===== src/sv/tccb_pkg.sv =====
// ============================================================================
// tccb_pkg
// Shared types and constants of the text console cell buffer: cell layout,
// control characters, register indexes and reset values.
// ============================================================================
package tccb_pkg;

    // Default grid size
    localparam int TEXT_ROWS_DEF = 45;
    localparam int TEXT_COLS_DEF = 160;

    // Field widths fixed by the interface
    localparam int ROW_W   = 6;
    localparam int COL_W   = 8;
    localparam int CHAR_W  = 8;
    localparam int COLOR_W = 3;
    localparam int CFG_IDX_W  = 2;
    localparam int CFG_DATA_W = 8;

    // One screen cell
    typedef struct packed {
        logic [COLOR_W-1:0] color;
        logic [CHAR_W-1:0]  chr;
    } cell_t;

    localparam logic [COLOR_W-1:0] WHITE_IDX  = 3'd6;
    localparam cell_t              BLANK_CELL = '{color: WHITE_IDX, chr: 8'd0};

    // Control characters
    localparam logic [CHAR_W-1:0] CH_RETURN    = 8'd13;
    localparam logic [CHAR_W-1:0] CH_LINEFEED  = 8'd10;
    localparam logic [CHAR_W-1:0] CH_BACKSPACE = 8'd8;

    // Item function codes
    localparam logic FUNC_PUT  = 1'b0;
    localparam logic FUNC_READ = 1'b1;

    // Configuration register indexes
    typedef enum logic [CFG_IDX_W-1:0] {
        CFG_DRAW_COLOR   = 2'd0,
        CFG_CURSOR_GLYPH = 2'd1,
        CFG_LINE_WIDTH   = 2'd2
    } cfg_index_t;

    // Register reset values
    localparam logic [COLOR_W-1:0] DRAW_COLOR_RST   = WHITE_IDX;
    localparam logic [CHAR_W-1:0]  CURSOR_GLYPH_RST = 8'd128;
    localparam logic [COL_W-1:0]   LINE_WIDTH_RST   = 8'd80;

endpackage


===== src/sv/tccb_sweep.sv =====
// ============================================================================
// tccb_sweep
// Whole-grid sweep engine: clears every cell after reset, and on request
// moves every row up one and blanks the bottom row, one cell per cycle.
// ============================================================================
module tccb_sweep #(
    parameter int TEXT_ROWS = tccb_pkg::TEXT_ROWS_DEF,
    parameter int TEXT_COLS = tccb_pkg::TEXT_COLS_DEF,
    parameter int AW        = $clog2(TEXT_ROWS * TEXT_COLS)
) (
    input  logic                 aclk,
    input  logic                 aresetn,
    input  logic                 start,
    output logic                 busy,
    output logic                 rd_en,
    output logic [AW-1:0]        rd_addr,
    input  tccb_pkg::cell_t      rd_data,
    output logic                 wr_en,
    output logic [AW-1:0]        wr_addr,
    output tccb_pkg::cell_t      wr_data
);

    localparam int DEPTH  = TEXT_ROWS * TEXT_COLS;
    localparam int COPY_N = (TEXT_ROWS - 1) * TEXT_COLS;
    localparam logic [AW-1:0] LAST_IDX = AW'(DEPTH - 1);
    localparam logic [AW-1:0] COPY_LIM = AW'(COPY_N);
    localparam logic [AW-1:0] ROW_STEP = AW'(TEXT_COLS);

    // Read stage
    logic          active_reg, active_next;
    logic          copy_mode_reg, copy_mode_next;
    logic [AW-1:0] idx_reg, idx_next;
    // Write stage
    logic          wb_valid_reg, wb_valid_next;
    logic          wb_copy_reg, wb_copy_next;
    logic [AW-1:0] wb_addr_reg, wb_addr_next;

    always_comb begin
        active_next    = active_reg;
        copy_mode_next = copy_mode_reg;
        idx_next       = idx_reg;
        wb_valid_next  = active_reg;
        wb_addr_next   = idx_reg;
        wb_copy_next   = copy_mode_reg && (idx_reg < COPY_LIM);
        if (active_reg) begin
            if (idx_reg == LAST_IDX) begin
                active_next = 1'b0;
                idx_next    = '0;
            end else begin
                idx_next = idx_reg + AW'(1);
            end
        end else if (start) begin
            active_next    = 1'b1;
            copy_mode_next = 1'b1;
            idx_next       = '0;
        end
    end

    // Reset starts a clearing pass
    always_ff @(posedge aclk) begin
        if (!aresetn) begin
            active_reg    <= 1'b1;
            copy_mode_reg <= 1'b0;
            idx_reg       <= '0;
            wb_valid_reg  <= 1'b0;
        end else begin
            active_reg    <= active_next;
            copy_mode_reg <= copy_mode_next;
            idx_reg       <= idx_next;
            wb_valid_reg  <= wb_valid_next;
        end
    end

    always_ff @(posedge aclk) begin
        wb_copy_reg <= wb_copy_next;
        wb_addr_reg <= wb_addr_next;
    end

    // Source cell lies one row below the destination; bottom row needs no read
    assign rd_en   = active_reg && copy_mode_reg && (idx_reg < COPY_LIM);
    assign rd_addr = idx_reg + ROW_STEP;
    assign wr_en   = wb_valid_reg;
    assign wr_addr = wb_addr_reg;
    assign wr_data = wb_copy_reg ? rd_data : tccb_pkg::BLANK_CELL;
    assign busy    = active_reg || wb_valid_reg;

endmodule


===== config.mk =====
export PLATFORM = sky130hd
export DESIGN_NAME = tccb_sweep
export DESIGN_NICKNAME = d
export VERILOG_FILES = /design/src/sv/tccb_pkg.sv /design/src/sv/tccb_sweep.sv
export SDC_FILE = /design/constraint.sdc
export NUM_CORES = 1
export LEC_CHECK = 0
export BUFFER_PORTS_ARGS = -buffer_cell sky130_fd_sc_hd__buf_2
export CAP_MARGIN = 20
export CORE_MARGIN = 2
export CORE_UTILIZATION = 51
export DETAILED_ROUTE_END_ITERATION = 10
export PLACE_DENSITY = 0.83
export SLEW_MARGIN = 15
export SYNTH_ARGS = -nofsm -noshare
export SYNTH_HDL_FRONTEND = slang
export SYNTH_SLANG_ARGS = --single-unit

===== constraint.sdc =====
create_clock -name aclk -period 2.9 [get_ports aclk]
set_input_delay 0.145 -clock aclk [delete_from_list [all_inputs] [get_ports aclk]]
set_output_delay 0.145 -clock aclk [all_outputs]
set_load 0.03 [all_outputs]

# After elaboration in Yosys (flattened, before gate mapping)
# Index checks and enable logic that the tools add are counted.
# totals
reg_bits	30
inputBits	14
output_inout_bits	40
elab_cells	24
# op_classes
n_addsub	2
magnitude_cmp	1
n_eq_ne	1
n_mux	7
bitwise	1
reduce_logical	6
# op_table
op	count
13-bit two-way mux	3
13-bit by 1-bit adder with 13-bit output (second input constant)	1
13-bit by 8-bit adder with 13-bit output (second input constant)	1
13-bit == test (second input constant)	1
13-bit < comparator (second input constant)	1
11-bit two-way mux	1
1-bit logical AND	3
1-bit two-way mux	3
2-bit AND reduction	1
2-bit nonzero test	1
1-bit logical OR	1
1-bit inverter	1

# Longest topological paths before layout
# depth
word_depth	3
ltp_mapped	6
depth_no_buf	5

# Least setup slack after synthesis
# Ideal clock, no wire load.
# synth_timing
kind	register to register
from	register idx_reg[0]
to	register idx_reg[10]
setup_time_ns	0.079
arrival_time_ns	1.497
required_ns	2.821
setup_slack_ns	1.324
path_stages_with_launch	7
n_path_buf	1
synth_period_minus_slack_ns	1.576
cell_sequence	dfxtp_1 -> ha_1 -> buf_2 -> nand4_2 -> nor2_2 -> or4b_1 -> o211ai_1
# synth_between
elab_chain_cells	3
elab_cells_between_ends	4
cone_classes	1 x add/sub; 1 x eq/ne; 2 x mux
# synth_lines
element	line	source
from (decl)	tccb_sweep.sv:32	logic [AW-1:0] idx_reg, idx_next;
from (signal assigned)	tccb_sweep.sv:69	idx_reg <= idx_next;
13-bit by 1-bit adder with 13-bit output or 13-bit == test (tied branches)	tccb_sweep.sv:50, tccb_sweep.sv:46	
13-bit two-way mux (*)	tccb_sweep.sv:46	if (idx_reg == LAST_IDX) begin
13-bit two-way mux (*)	tccb_sweep.sv:45	if (active_reg) begin
# Mark *: on every way between the ends. The rest lies on a longest branch, timed or not.
# A chain may end at the register's enable or synchronous reset.

# Worst setup path in the final report
# layout_timing
from	register idx_reg[6]
to	output port rd_addr[11]
# layout_between
elab_chain_cells	1
# layout_lines
element	line	source
13-bit by 8-bit adder with 13-bit output	tccb_sweep.sv:81	assign rd_addr = idx_reg + ROW_STEP;
to (decl)	tccb_sweep.sv:16	output logic [AW-1:0] rd_addr,
# No other way between the ends.

==> impl_metrics.py <==
metrics = {
    "clock_network": {
        "h-tree-depth": 2,
        "cts_buffers": 5,
        "clock_sinks": 30,
        "clock_tree.root_cell": "sky130_fd_sc_hd__clkbuf_4",
        "clkLatencyLatePin_ps": 330,
        "clkTransAtPathRegs_ps": 80,
        "post_cts_resize_count": 0,
        "clock_path_buffers": 2,
        "cts.hold.buffers_added": 0,
        "postCtsSetupBuffers": 0,
        "clock_tree_from_tritoncts": "yes",
    },
    "power_and_ir_drop": {
        "pwr-share-seq_pct": 55.1,
        "sw_frac_of_total_pct": 22.39,
        "combPwrFrac_pct": 6.5,
        "static-leakage-power_nw": 0.7739,
        "power.clock.fraction_pct": 38.4,
        "vdd_drop_max_uv": 437.7,
        "cell_internal_pwr_uw": 602.8,
        "power_density_nw_per_um2": 469.9,
        "switchingPower_uw": 173.9,
    },
    "grt": {
        "grt_max_degree": 16,
        "gr-total-overflow": 0,
        "global_route_wire_length_before_repair_um": 5188,
        "globalRouteTotalUtil_pct": 20.85,
        "initial_antenna_violation_count": 0,
        "first_global_vias": 1158,
    },
    "routing": {
        "routed-via-count": 1283,
        "post_dr_vias_cell": 5.652,
        "drt-initial-drc-count": 54,
        "detail_route.drc_violations": 0,
        "routed_wirelength_um": 3172,
        "drt_first_pass_iters": 4,
        "wl_per_cell_um": 13.97,
        "ant_nets": 0,
    },
    "worst_setup_path": {
        "worst_path_most_repeated_cell": "sky130_fd_sc_hd__nor2_1",
        "rr_startpoint": "idx_reg[0]",
        "crit_type": "register to output pin",
        "timing.critical_path.depth": 5,
        "worst-r2r-cell-count": 5,
        "cp.required_ps": 2760,
        "crit-reg2reg-capture": "idx_reg[10]",
        "crit_path_start_kind": "register",
        "critical_path_buf_inv_count": 1,
        "cp_data_arrival_time_ps": 1710,
        "crit_path_top_delay_cell": "sky130_fd_sc_hd__dfxtp_1",
        "critPathMaxStageDelay_ps": 490,
        "r2r_setup_slack_ps": 1110,
        "launch_point_of_the_worst_path": "idx_reg[6]",
        "crit_path_cell_trace": "ha_1 > nor2_1 > nor2_1 > xor2_1 > buf_2",
        "worstSetupEndpoint": "rd_addr[11]",
        "endpoint_type_of_the_worst_setup_path": "output pin",
        "critPathTopFamily": "flip-flops",
        "timing.critical_path.fanout_max": 7,
    },
    "final_layout": {
        "fill_cells": 223,
        "leading_cell_types_in_the_layout_fill_and_taps_excluded": "53 x sky130_fd_sc_hd__buf_2, 30 x sky130_fd_sc_hd__dfxtp_1, 12 x sky130_fd_sc_hd__nor2_1, 10 x sky130_fd_sc_hd__and2_1, 9 x sky130_fd_sc_hd__nand2_1",
        "n_antenna_cell": 0,
        "layout-drive-gt1-share_pct": 34.52,
        "instances_no_fill": 227,
        "leading_cell_type_in_the_layout_fill_and_taps_excluded": "sky130_fd_sc_hd__buf_2",
        "final_cell_area_um2": 1653,
        "area_growth_pct": 21.42,
        "fin_nets": 212,
    },
    "timing": {
        "tns_ps": 0,
        "postLayoutSetupSlackWorst_ps": 1044,
        "skew_ps": 5.836,
        "relSlewSlack_pct": 68.88,
        "setup_violations": 0,
        "clock.fmax_mhz": 538.7,
        "final.period_utilization_pct": 64.01,
        "slew_violations": 0,
        "finalWorstPathRequiredPeriod_ps": 1856,
        "worst_pin_slew_ps": 466.2,
        "rsz0062_at_grt": "no",
        "report.final.hold_viol_count": 0,
    },
    "flow_run": {
        "max-cap-violations": 0,
    },
    "synthesis": {
        "synth_warnings": 0,
        "mappedNetlistArea_um2": 1361,
        "postSynthAreaPerCell_um2": 9.015,
        "synthArstFlopShare_pct": 0,
        "synth_seq_cells": 30,
        "synth-main-ff-cell": "sky130_fd_sc_hd__dfxtp_1",
        "synthesis.nets": 167,
        "synth_cells": 151,
        "synth_sequential_area_ratio_pct": 44.12,
        "synthDistinctLibCells": 43,
        "synth-edff-count": 0,
    },
    "placed_design": {
        "hpwl_um": 2335,
        "placed_cell_area_um2": 1574,
        "place_congestion": 0.8967,
        "pre_cts_slack_ps": 1152,
        "place_inst": 219,
        "port-buffer-count": 53,
    },
    "run_status": {
        "status": "complete, no violations",
    },
    "floorplan": {
        "floorplan.io_pins": 54,
        "area_enclosed_by_the_die_boundary_um2": 3099,
        "start_util_pct": 54.45,
        "die_x_um": 55.67,
        "core_area_um2": 2500,
        "floorplan.die.height_um": 55.67,
        "std_cell_rows": 18,
    },
    "worst_hold_path": {
        "hold_path_class": "input pin to register",
    },
}
kinds of logic after synthesis:
family	count (synthesis)	share of synthesized area [%]
and+or+nand+nor	62	25.92
adders and majority gates	2	1.838
AOI/OAI and AO/OA	28	14.71
xor gates and xnor gates	8	5.147
buffers and inverters	21	8.272
DFF	30	44.12
cell usage after synthesis, types with 2 or more instances:
master,n,share of area [%]
sky130_fd_sc_hd__nand3_1,7,2.6
sky130_fd_sc_hd__buf_4,7,3.9
sky130_fd_sc_hd__nand4_1,5,2.3
sky130_fd_sc_hd__nand2_1,9,2.5
sky130_fd_sc_hd__xnor2_1,4,2.6
sky130_fd_sc_hd__o21ai_0,2,0.74
sky130_fd_sc_hd__nor3_1,3,1.1
sky130_fd_sc_hd__nor2_1,12,3.3
sky130_fd_sc_hd__inv_1,5,1.4
sky130_fd_sc_hd__nand2b_1,4,1.8
sky130_fd_sc_hd__a311oi_1,3,1.9
sky130_fd_sc_hd__xor2_1,4,2.6
sky130_fd_sc_hd__a31oi_1,2,0.92
sky130_fd_sc_hd__ha_1,2,1.8
sky130_fd_sc_hd__dfxtp_1,30,44
sky130_fd_sc_hd__a32oi_1,2,1.3
sky130_fd_sc_hd__o211ai_1,2,1.1
sky130_fd_sc_hd__o31ai_1,3,1.7
sky130_fd_sc_hd__and2_1,10,4.6
sky130_fd_sc_hd__a21oi_1,4,1.5
sky130_fd_sc_hd__buf_2,6,2.2
sky130_fd_sc_hd__o21ai_1,3,1.1
sky130_fd_sc_hd__clkbuf_1,2,0.55
metrics by stage:
| stage | hold WS (ps) | power [mW] | utilization, % |
|---|---|---|---|
| 6_report | 73.25 | 0.7767 | 66.12 |
| 5_1_grt | 81.00 | 0.8060 | 66.12 |
| 4_1_cts | 61.02 | 0.7836 | 66.12 |
| 3_5_place_dp | 398.4 | 0.4874 | 62.96 |
| 3_3_place_gp | 405.2 | 0.4854 | 62.96 |
| 2_1_floorplan | 216.8 | 0.4703 | - |
power by group through the flow:
| stage | Sequential [mW] | Combinational [mW] | Clock, mW |
|---|---|---|---|
| floorplan | 0.443 | 0.0276 | 0 |
| global placement | 0.436 | 0.0490 | 0 |
| detailed placement | 0.437 | 0.0499 | 0 |
| CTS | 0.428 | 0.0500 | 0.306 |
| global route | 0.430 | 0.0536 | 0.322 |
| finish | 0.428 | 0.0501 | 0.298 |
layer usage:
layer / up-vias / global-route usage [%] / part of all wire [%]
met5: - / 0 / 0
met4: 0 / 6.272 / 0.66
met3: 2 / 9.070 / 11
met2: 73 / 35.54 / 48
met1: 583 / 23.41 / 40
li1: 625 / - / -
worst min path at each step:
stage                 start          to  slack (ps)  depth (start not counted)
finish              aresetn  active_reg          70                          2
global placement    aresetn  active_reg         410                          2
floorplan           aresetn  active_reg         220                          1
global route        aresetn  active_reg          80                          2
detailed placement  aresetn  active_reg         400                          2
CTS                 aresetn  active_reg          60                          2
layout make-up:
cell class	count	area, um2	area share, %
Sequential cell	30	600.6	36.34
Timing Repair Buffer	53	265.3	16.05
Inverter	6	22.52	1.363
Multi-Input combinational cell	100	648.1	39.21
Tap cell	30	37.54	2.271
Clock buffer	8	78.83	4.769
Power figures use the tool's default switching activity.
